--- src/rtl/u8d_pkg.sv ---
`timescale 1ns / 1ps
// Shared types and constants for the UTF-8 decoder.
package u8d_pkg;

    localparam int BYTE_W   = 8;
    localparam int CP_W     = 21;
    localparam int QUEUE_D  = 3;
    localparam int TDATA_W  = 24;

    localparam logic [CP_W-1:0]   REPLACEMENT_CP = 21'h00FFFD;

    localparam logic [BYTE_W-1:0] ASCII_LIMIT = 8'h80;
    localparam logic [BYTE_W-1:0] LEAD2_MASK  = 8'hE0;
    localparam logic [BYTE_W-1:0] LEAD2_CODE  = 8'hC0;
    localparam logic [BYTE_W-1:0] LEAD3_MASK  = 8'hF0;
    localparam logic [BYTE_W-1:0] LEAD3_CODE  = 8'hE0;
    localparam logic [BYTE_W-1:0] LEAD4_MASK  = 8'hF8;
    localparam logic [BYTE_W-1:0] LEAD4_CODE  = 8'hF0;
    localparam logic [BYTE_W-1:0] CONT_MASK   = 8'hC0;
    localparam logic [BYTE_W-1:0] CONT_CODE   = 8'h80;
    localparam logic [BYTE_W-1:0] PAYLOAD_MASK = 8'h3F;

    typedef enum logic {
        ST_INPUT,
        ST_REPLAY
    } t_state;

    typedef struct packed {
        logic take_input;
        logic take_replay;
    } t_cmd;

    typedef struct packed {
        logic out_free;
        logic queue_empty;
        logic queue_empty_next;
    } t_status;

endpackage

--- src/rtl/utf8_decoder_with_replacement_top.sv ---
`timescale 1ns / 1ps
// Top level of the UTF-8 decoder with U+FFFD replacement.
//
// Input stream: one UTF-8 byte per transfer in s_axis_tdata, s_axis_tlast
// marks the last byte of a string. Output stream: one codepoint per transfer
// in m_axis_tdata[20:0], m_axis_tuser = 1 when the codepoint is U+FFFD put in
// for malformed input, m_axis_tlast on the last codepoint of the string.
// The result sits in the output register in the cycle after the byte that
// completes it is taken. Throughput: one byte per cycle while bytes decode
// cleanly and the receiver keeps up. When a multi-byte sequence turns out to
// hold a bad continuation, the bytes after its lead are decoded again from a
// three-deep replay queue, one per cycle while the receiver keeps up; nested
// failures during replay put bytes back in the queue and keep input waiting.
// A string that ends inside an open sequence yields one U+FFFD with tlast,
// registered when the last byte (and any replay it caused) is decoded.
// Reset (synchronous, active low) clears the sequence state, the replay
// queue and the output valid flag. If the receiver stalls, the single
// output register holds its result and input stops; no result is dropped.
module utf8_decoder_with_replacement_top
    import u8d_pkg::*;
(
    input  logic               i_clk,
    input  logic               i_rst_n,
    input  logic               s_axis_tvalid,
    output logic               s_axis_tready,
    input  logic [BYTE_W-1:0]  s_axis_tdata,   // [7:0] data_byte
    input  logic               s_axis_tlast,   // end_of_string
    output logic               m_axis_tvalid,
    input  logic               m_axis_tready,
    output logic [TDATA_W-1:0] m_axis_tdata,   // [20:0] code_point, [23:21] zero
    output logic               m_axis_tuser,   // [0] replaced
    output logic               m_axis_tlast    // final_result
);

    t_cmd            cmd;
    t_status         status;
    t_state          state;
    logic [CP_W-1:0] cp;

    u8d_ctrl u_ctrl (
        .i_clk      (i_clk),
        .i_rst_n    (i_rst_n),
        .i_in_valid (s_axis_tvalid),
        .o_in_ready (s_axis_tready),
        .i_status   (status),
        .o_cmd      (cmd),
        .o_state    (state)
    );

    u8d_datapath u_dp (
        .i_clk       (i_clk),
        .i_rst_n     (i_rst_n),
        .i_cmd       (cmd),
        .i_data      (s_axis_tdata),
        .i_last      (s_axis_tlast),
        .i_out_ready (m_axis_tready),
        .o_status    (status),
        .o_out_valid (m_axis_tvalid),
        .o_cp        (cp),
        .o_repl      (m_axis_tuser),
        .o_final     (m_axis_tlast)
    );

    assign m_axis_tdata = {{(TDATA_W-CP_W){1'b0}}, cp};

    // Input is only taken when no replayed byte is waiting.
    a_ready_only_empty: assert property (@(posedge i_clk) disable iff (!i_rst_n)
        s_axis_tready |-> status.queue_empty)
        else $error("input ready while replay queue holds bytes");

    // Replay state never takes from an empty queue.
    a_replay_has_data: assert property (@(posedge i_clk) disable iff (!i_rst_n)
        cmd.take_replay |-> (state == ST_REPLAY) && !status.queue_empty)
        else $error("replay issued with empty queue");

    // Only one byte source per cycle.
    a_one_source: assert property (@(posedge i_clk) disable iff (!i_rst_n)
        !(cmd.take_input && cmd.take_replay))
        else $error("input and replay taken together");

    // A final codepoint closes the string: the replay queue is empty after it.
    a_final_clears: assert property (@(posedge i_clk) disable iff (!i_rst_n)
        (m_axis_tvalid && m_axis_tlast && !$past(m_axis_tvalid)) |->
            status.queue_empty)
        else $error("final result with replay bytes left");

endmodule

--- src/rtl/u8d_ctrl.sv ---
`timescale 1ns / 1ps
// Controller: picks the byte source each cycle (input stream or replay queue).
module u8d_ctrl
    import u8d_pkg::*;
(
    input  logic    i_clk,
    input  logic    i_rst_n,
    input  logic    i_in_valid,
    output logic    o_in_ready,
    input  t_status i_status,
    output t_cmd    o_cmd,
    output t_state  o_state
);

    t_state r_state;
    t_state n_state;

    always_ff @(posedge i_clk) begin
        if (!i_rst_n) begin
            r_state <= ST_INPUT;
        end else begin
            r_state <= n_state;
        end
    end

    always_comb begin
        n_state           = r_state;
        o_in_ready        = 1'b0;
        o_cmd.take_input  = 1'b0;
        o_cmd.take_replay = 1'b0;
        unique case (r_state)
            ST_INPUT: begin
                o_in_ready       = i_status.out_free;
                o_cmd.take_input = i_in_valid && i_status.out_free;
                if (o_cmd.take_input && !i_status.queue_empty_next) begin
                    n_state = ST_REPLAY;
                end
            end
            ST_REPLAY: begin
                o_cmd.take_replay = i_status.out_free;
                if (i_status.out_free && i_status.queue_empty_next) begin
                    n_state = ST_INPUT;
                end
            end
            default: n_state = ST_INPUT;
        endcase
    end

    assign o_state = r_state;

endmodule

--- src/rtl/u8d_datapath.sv ---
`timescale 1ns / 1ps
// Datapath: sequence state, held bytes, replay queue and output register.
module u8d_datapath
    import u8d_pkg::*;
(
    input  logic              i_clk,
    input  logic              i_rst_n,
    input  t_cmd              i_cmd,
    input  logic [BYTE_W-1:0] i_data,
    input  logic              i_last,
    input  logic              i_out_ready,
    output t_status           o_status,
    output logic              o_out_valid,
    output logic [CP_W-1:0]   o_cp,
    output logic              o_repl,
    output logic              o_final
);

    logic [BYTE_W-1:0] r_lead, n_lead;
    logic [1:0]        r_need, n_need;
    logic [1:0]        r_held, n_held;
    logic [BYTE_W-1:0] r_h [QUEUE_D];
    logic [BYTE_W-1:0] n_h [QUEUE_D];
    logic [BYTE_W-1:0] r_rq [QUEUE_D];
    logic [BYTE_W-1:0] n_rq [QUEUE_D];
    logic [1:0]        r_rq_cnt, n_rq_cnt;
    logic              r_eos;
    logic              r_out_valid;
    logic [CP_W-1:0]   r_cp;
    logic              r_repl;
    logic              r_final;

    logic              step_go;
    logic [BYTE_W-1:0] cur;
    logic              eos_step;
    logic [1:0]        rest_cnt;
    logic [BYTE_W-1:0] h_full [QUEUE_D];
    logic              fail;
    logic              all_cont;
    logic              res_valid;
    logic [CP_W-1:0]   res_cp;
    logic              res_repl;
    logic              step_end;

    assign step_go = i_cmd.take_input || i_cmd.take_replay;

    always_comb begin
        cur       = i_cmd.take_input ? i_data : r_rq[0];
        eos_step  = i_cmd.take_input ? i_last : r_eos;
        rest_cnt  = i_cmd.take_replay ? (r_rq_cnt - 2'd1) : 2'd0;
        n_lead    = r_lead;
        n_need    = r_need;
        n_held    = r_held;
        n_h       = r_h;
        h_full    = r_h;
        h_full[r_held] = cur;
        fail      = 1'b0;
        all_cont  = 1'b1;
        res_valid = 1'b0;
        res_cp    = '0;
        res_repl  = 1'b0;

        for (int k = 0; k < QUEUE_D; k++) begin
            if (2'(k) < r_need && (h_full[k] & CONT_MASK) != CONT_CODE) begin
                all_cont = 1'b0;
            end
        end

        if (step_go) begin
            if (r_need == 2'd0) begin
                if (cur < ASCII_LIMIT) begin
                    res_valid = 1'b1;
                    res_cp    = {{(CP_W-BYTE_W){1'b0}}, cur};
                end else if ((cur & LEAD2_MASK) == LEAD2_CODE) begin
                    n_lead = cur; n_need = 2'd1; n_held = 2'd0;
                end else if ((cur & LEAD3_MASK) == LEAD3_CODE) begin
                    n_lead = cur; n_need = 2'd2; n_held = 2'd0;
                end else if ((cur & LEAD4_MASK) == LEAD4_CODE) begin
                    n_lead = cur; n_need = 2'd3; n_held = 2'd0;
                end else begin
                    res_valid = 1'b1;
                    res_cp    = REPLACEMENT_CP;
                    res_repl  = 1'b1;
                end
            end else begin
                n_h[r_held] = cur;
                if (r_held + 2'd1 != r_need) begin
                    n_held = r_held + 2'd1;
                end else begin
                    // sequence complete: check all continuations, then assemble
                    n_need    = 2'd0;
                    n_held    = 2'd0;
                    res_valid = 1'b1;
                    if (all_cont) begin
                        unique case (r_need)
                            2'd1: res_cp = {10'd0, r_lead[4:0], h_full[0][5:0]};
                            2'd2: res_cp = {5'd0, r_lead[3:0], h_full[0][5:0],
                                            h_full[1][5:0]};
                            default: res_cp = {r_lead[2:0], h_full[0][5:0],
                                               h_full[1][5:0], h_full[2][5:0]};
                        endcase
                    end else begin
                        fail     = 1'b1;
                        res_cp   = REPLACEMENT_CP;
                        res_repl = 1'b1;
                    end
                end
            end
        end

        // replay queue: failed continuations go in front of what is left
        n_rq = r_rq;
        if (step_go) begin
            if (fail) begin
                n_rq_cnt = r_need + rest_cnt;
                for (int i = 0; i < QUEUE_D; i++) begin
                    if (2'(i) < r_need) begin
                        n_rq[i] = h_full[i];
                    end else begin
                        n_rq[i] = r_rq[2'(i + 1) - r_need];
                    end
                end
            end else begin
                n_rq_cnt = rest_cnt;
                n_rq[0]  = r_rq[1];
                n_rq[1]  = r_rq[2];
            end
        end else begin
            n_rq_cnt = r_rq_cnt;
        end

        step_end = step_go && eos_step && (n_rq_cnt == 2'd0);
        // string ended inside an open sequence
        if (step_end && !res_valid && n_need != 2'd0) begin
            res_valid = 1'b1;
            res_cp    = REPLACEMENT_CP;
            res_repl  = 1'b1;
        end
        if (step_end) begin
            n_need = 2'd0;
            n_held = 2'd0;
            n_lead = '0;
        end
    end

    always_ff @(posedge i_clk) begin
        if (!i_rst_n) begin
            r_lead      <= '0;
            r_need      <= 2'd0;
            r_held      <= 2'd0;
            r_rq_cnt    <= 2'd0;
            r_eos       <= 1'b0;
            r_out_valid <= 1'b0;
        end else begin
            r_lead   <= n_lead;
            r_need   <= n_need;
            r_held   <= n_held;
            r_rq_cnt <= n_rq_cnt;
            if (i_cmd.take_input) begin
                r_eos <= i_last;
            end
            if (res_valid) begin
                r_out_valid <= 1'b1;
            end else if (i_out_ready) begin
                r_out_valid <= 1'b0;
            end
        end
    end

    always_ff @(posedge i_clk) begin
        r_h  <= n_h;
        r_rq <= n_rq;
        if (res_valid) begin
            r_cp    <= res_cp;
            r_repl  <= res_repl;
            r_final <= step_end;
        end
    end

    assign o_status.out_free         = !r_out_valid || i_out_ready;
    assign o_status.queue_empty      = (r_rq_cnt == 2'd0);
    assign o_status.queue_empty_next = (n_rq_cnt == 2'd0);
    assign o_out_valid = r_out_valid;
    assign o_cp        = r_cp;
    assign o_repl      = r_repl;
    assign o_final     = r_final;

endmodule
--- config.mk ---
export PLATFORM = sky130hd
export DESIGN_NAME = utf8_decoder_with_replacement_top
export DESIGN_NICKNAME = d
export VERILOG_FILES = /design/src/rtl/u8d_pkg.sv /design/src/rtl/utf8_decoder_with_replacement_top.sv /design/src/rtl/u8d_ctrl.sv /design/src/rtl/u8d_datapath.sv
export SDC_FILE = /design/constraint.sdc
export NUM_CORES = 1
export LEC_CHECK = 0
export ABC_AREA = 0
export BUFFER_PORTS_ARGS = -buffer_cell sky130_fd_sc_hd__buf_4
export CELL_PAD_IN_SITES_DETAIL_PLACEMENT = 1
export CELL_PAD_IN_SITES_GLOBAL_PLACEMENT = 1
export CORE_MARGIN = 4
export CORE_UTILIZATION = 42
export CTS_CLUSTER_SIZE = 40
export DETAILED_ROUTE_END_ITERATION = 8
export PLACE_DENSITY = 0.84
export SLEW_MARGIN = 20
export SYNTH_ARGS = -nofsm -noshare
export SYNTH_HDL_FRONTEND = slang
export SYNTH_SLANG_ARGS = --single-unit
--- constraint.sdc ---
create_clock -name i_clk -period 3.6 [get_ports i_clk]
set_input_delay 0.54 -clock i_clk [delete_from_list [all_inputs] [get_ports i_clk]]
set_output_delay 0.54 -clock i_clk [all_outputs]
set_load 0.05 [all_outputs]
==> results by group <==
Finish
  – Area growth syn-to-layout: 16.13%
  – Layout cell share with drive strength beyond 1: 0.1716
  – NumNets Final: 558
  – Layout fillers: around 1,200
  – Final cell count without fillers: 682
  – N_diodes: 0

Power and ir drop
  – Static Leak: 2.141 nW
  – Clock share of power: 0.320
  – PwrDens: 512.2 nW/um^2
  – Reg power frac: 0.425
  – P_int: between 1.5 and 2 mW
  – Worst vdd ir: 0.2982 mV
  – Net Sw Power: 0.9524 mW
  – Combinational share of power: 0.255
  – Sw Ratio: 0.3325

Global routing
  – Global route total overflow: 0
  – First-pass GRT wire length: 24,590 microns
  – Vias in the first global route: 4,479
  – GR Util All Layers: 0.2413
  – Initial antenna violation count: 0
  – Largest net degree at the start of global routing: 36

Setup path
  – Worst EP required: ~3600 ps
  – Worst path slowest cell: ha_1
  – Crit path launch type: register
  – Reg2reg path depth: 9
  – CP Capture Type: register
  – CP cell instances: inv_1 > ha_1 > nor2_1 > a21oi_1 > o211a_1 > o311a_1 > xor2_1 > nand4b_2 > nand2b_2
  – Maximum fanout along the worst path: 23
  – Reg-to-reg startpoint: u_dp.r_held[0]
  – Crit path depth: 9
  – Critical Path AT: 3270 ps
  – Max stage delay on crit path: 680 ps
  – Cell family with most CP delay: simple AND/OR/NAND/NOR gates
  – Setup CP Type: register to register
  – Worst reg2reg setup slack: approximately 310 ps
  – Crit Reg-Reg Endpoint: u_dp.o_cp[15]
  – CP Buf/Inv Count: 1

Min path
  – Hold EP: u_dp.o_out_valid
  – Hold Crit Depth: 3
  – Worst min path class: input port to register
  – HP Start: i_rst_n

Drt
  – Remaining antenna violation count: 0
  – Post-route DRC: 0
  – Initial DRT Pass Iterations: 6
  – Drt via density: about 6.4
  – Post-Route WL: roughly 16,000 microns
  – Via count: roughly 4,400
  – WL per Instance: 22.86 microns
  – Initial DRC count: 478

Clock tree
  – # Post-CTS Setup Buffers: 0
  – CTS Buf Count: 9
  – TritonCTS clock tree: built
  – H-tree levels: 3
  – Post-CTS Hold Buffers: 0
  – Clock buffer depth: 2
  – Clk root buf: clkbuf_16
  – Post-CTS Resized: 0
  – CTS sink cnt: 85
  – Clk_lat worst skew: 340 ps
  – Clock transition at the registers of the reported paths: 60 ps

Timing
  – Final period util: 0.9131
  – Setup TNS: 0 ps
  – Measured slew at the worst slew-check pin: 908.0 ps
  – Unrepaired setup endpoints after global routing: false
  – Fin. max-slew vios: 0
  – Final setup viols: 0
  – Final Hold Viols: 0
  – Peak Freq: between 300 and 400 MHz
  – Slew HR: 0.3900
  – Minimum clock period: 3287 ps
  – Clk_skew: 5.432 ps

Synthesis
  – Mapped Cells: 499
  – Number of synthesized register bits: 85
  – Yosys Warn Count: 0
  – Synth cell types: 57
  – Post-synthesis simple-gate area fraction: 0.1554
  – XOR/XNOR Fraction of Synth Area: 0.009093
  – Post-synth top cells: edfxtp_1 (71), nand2_1 (53), nor2_1 (52), o21ai_0 (46), a21oi_1 (43)
  – Post-synthesis sequential area ratio: 0.5009
  – Share of the synthesized area in the top cell type: 0.4427
  – Largest family of logic cells by synthesized area: compound AO/OA/AOI/OAI gates
  – Ys async rst share: 0
  – Ys flop type: edfxtp_1
  – Cell Area, Synth: 4816 sq um
  – Leading cell type by number of instances after synthesis: edfxtp_1
  – Largest cells by area after synthesis: edfxtp_1 (44%), dfxtp_1 (5.8%), o21ai_0 (4.8%)
  – EDFF count, synth: 71
  – Synth area leader: edfxtp_1
  – Adder-cell area share of the yosys netlist: 0.02078
  – Post-synthesis compound-gate area fraction: 0.2292
  – Syn avg cell area: 9.651 sq um
  – Mux contribution to synthesized area: 0.04105

Floorplan
  – Num rows: 38
  – Initial Utilization: 0.4366
  – Die area: 13,240 sq um
  – Chip Height: 115.1 microns
  – Core area: 11,030 sq um
  – Die width: 115.1 microns
  – I/O Pins: 41

Job
  – Maxcap violations: 0

Place
  – DP Cell Count: 666
  – I/O Buffers: 37
  – Hpwl dp: 11,030 microns
  – GP Congestion: 0.9803

Status
  – Status: complete, no violations
==> cells by family after synthesis <==
kind of cell | after synthesis
buf+inv | 49
fa+ha+maj | 8
xor+xnor | 5
flops | 85
other cells | 1
mux | 19
compound gates | 170
simple gates | 162
==> stage by stage <==
step / hold slack [ps] / setup WS [ps] / cell area (sq um) / util / total power [mW]
finish: 449.7 / 312.7 / 5593 / 0.5070 / 2.865
detailed placement: 497.7 / 383.3 / 5308 / 0.4812 / 1.951
CTS: 445.6 / 346.7 / 5590 / 0.5068 / 2.866
floorplan: 471.9 / 210.7 / 4826 / - / 1.700
global placement: 480.4 / 536.6 / 5308 / 0.4812 / 1.922
global route: 452.6 / 85.01 / 5593 / 0.5070 / 2.968
==> flip-flops by register name, summed over array words and instances (netlist names) <==
| register | flops |
|---|---|
| u_dp.r_rq | 24 |
| u_dp.o_out_valid | 1 |
| u_dp.r_rq_cnt | 2 |
| u_dp.r_held | 2 |
| u_dp.r_eos | 1 |
| u_dp.o_final | 1 |
| u_dp.r_h | 24 |
| u_ctrl.o_state | 1 |
| u_dp.o_repl | 1 |
| u_dp.r_lead | 5 |
| u_dp.r_need | 2 |
| u_dp.o_cp | 21 |
==> worst min-delay path, cell delays in order <==
cell and delay, ps:
buf_4 90, o21ai_0 70, o41ai_1 60
==> worst max path at each step <==
stage	start	endpoint
floorplan	u_dp.o_out_valid	u_dp.o_cp[0]
global placement	m_axis_tready	u_dp.o_cp[0]
detailed placement	m_axis_tready	u_dp.o_cp[2]
CTS	u_dp.r_held[0]	u_dp.o_cp[0]
global route	u_dp.r_held[0]	u_dp.o_cp[12]
finish	u_dp.r_held[0]	u_dp.o_cp[15]
==> routing by layer <==
layer | track usage | vias to the layer above | share of wire
met4 | 0.09624 | 0 | 0.025
met5 | 0 | - | 0
met3 | 0.03263 | 27 | 0.063
met1 | 0.3174 | 2246 | 0.42
li1 | - | 1925 | -
met2 | 0.4032 | 198 | 0.49
==> power by group through the flow <==
| stage | Combinational (mW) | Clock, mW | Sequential [mW] |
|---|---|---|---|
| after detailed placement | 0.714 | 0 | 1.24 |
| after CTS | 0.720 | 0.929 | 1.22 |
| final | 0.730 | 0.918 | 1.22 |
| after global routing | 0.773 | 0.971 | 1.22 |
| after floorplan | 0.323 | 0 | 1.38 |
| after global placement | 0.692 | 0 | 1.23 |
==> cell usage in the layout, fill, tap and decap left out, drive strengths merged, types with 12 or more instances in the layout <==
| cell type | n |
|---|---|
| a21oi | 43 |
| a22oi | 19 |
| a31oi | 24 |
| buf | 62 |
| dfxtp | 14 |
| edfxtp | 71 |
| inv | 12 |
| mux2i | 13 |
| nand2 | 53 |
| nand3 | 15 |
| nor2 | 52 |
| o21ai | 50 |
==> layout make-up <==
type,count,area (sq um),area share
Multi-Input combinational cell,367,2212,0.3955
Clock inverter,6,53.80,0.009620
Inverter,12,45.04,0.008054
Sequential cell,85,2412,0.4313
Clock buffer,10,229.0,0.04094
Timing Repair Buffer,62,465.4,0.08322
Tap cell,140,175.2,0.03132
Note: power is estimated with default switching activity, not from simulation.
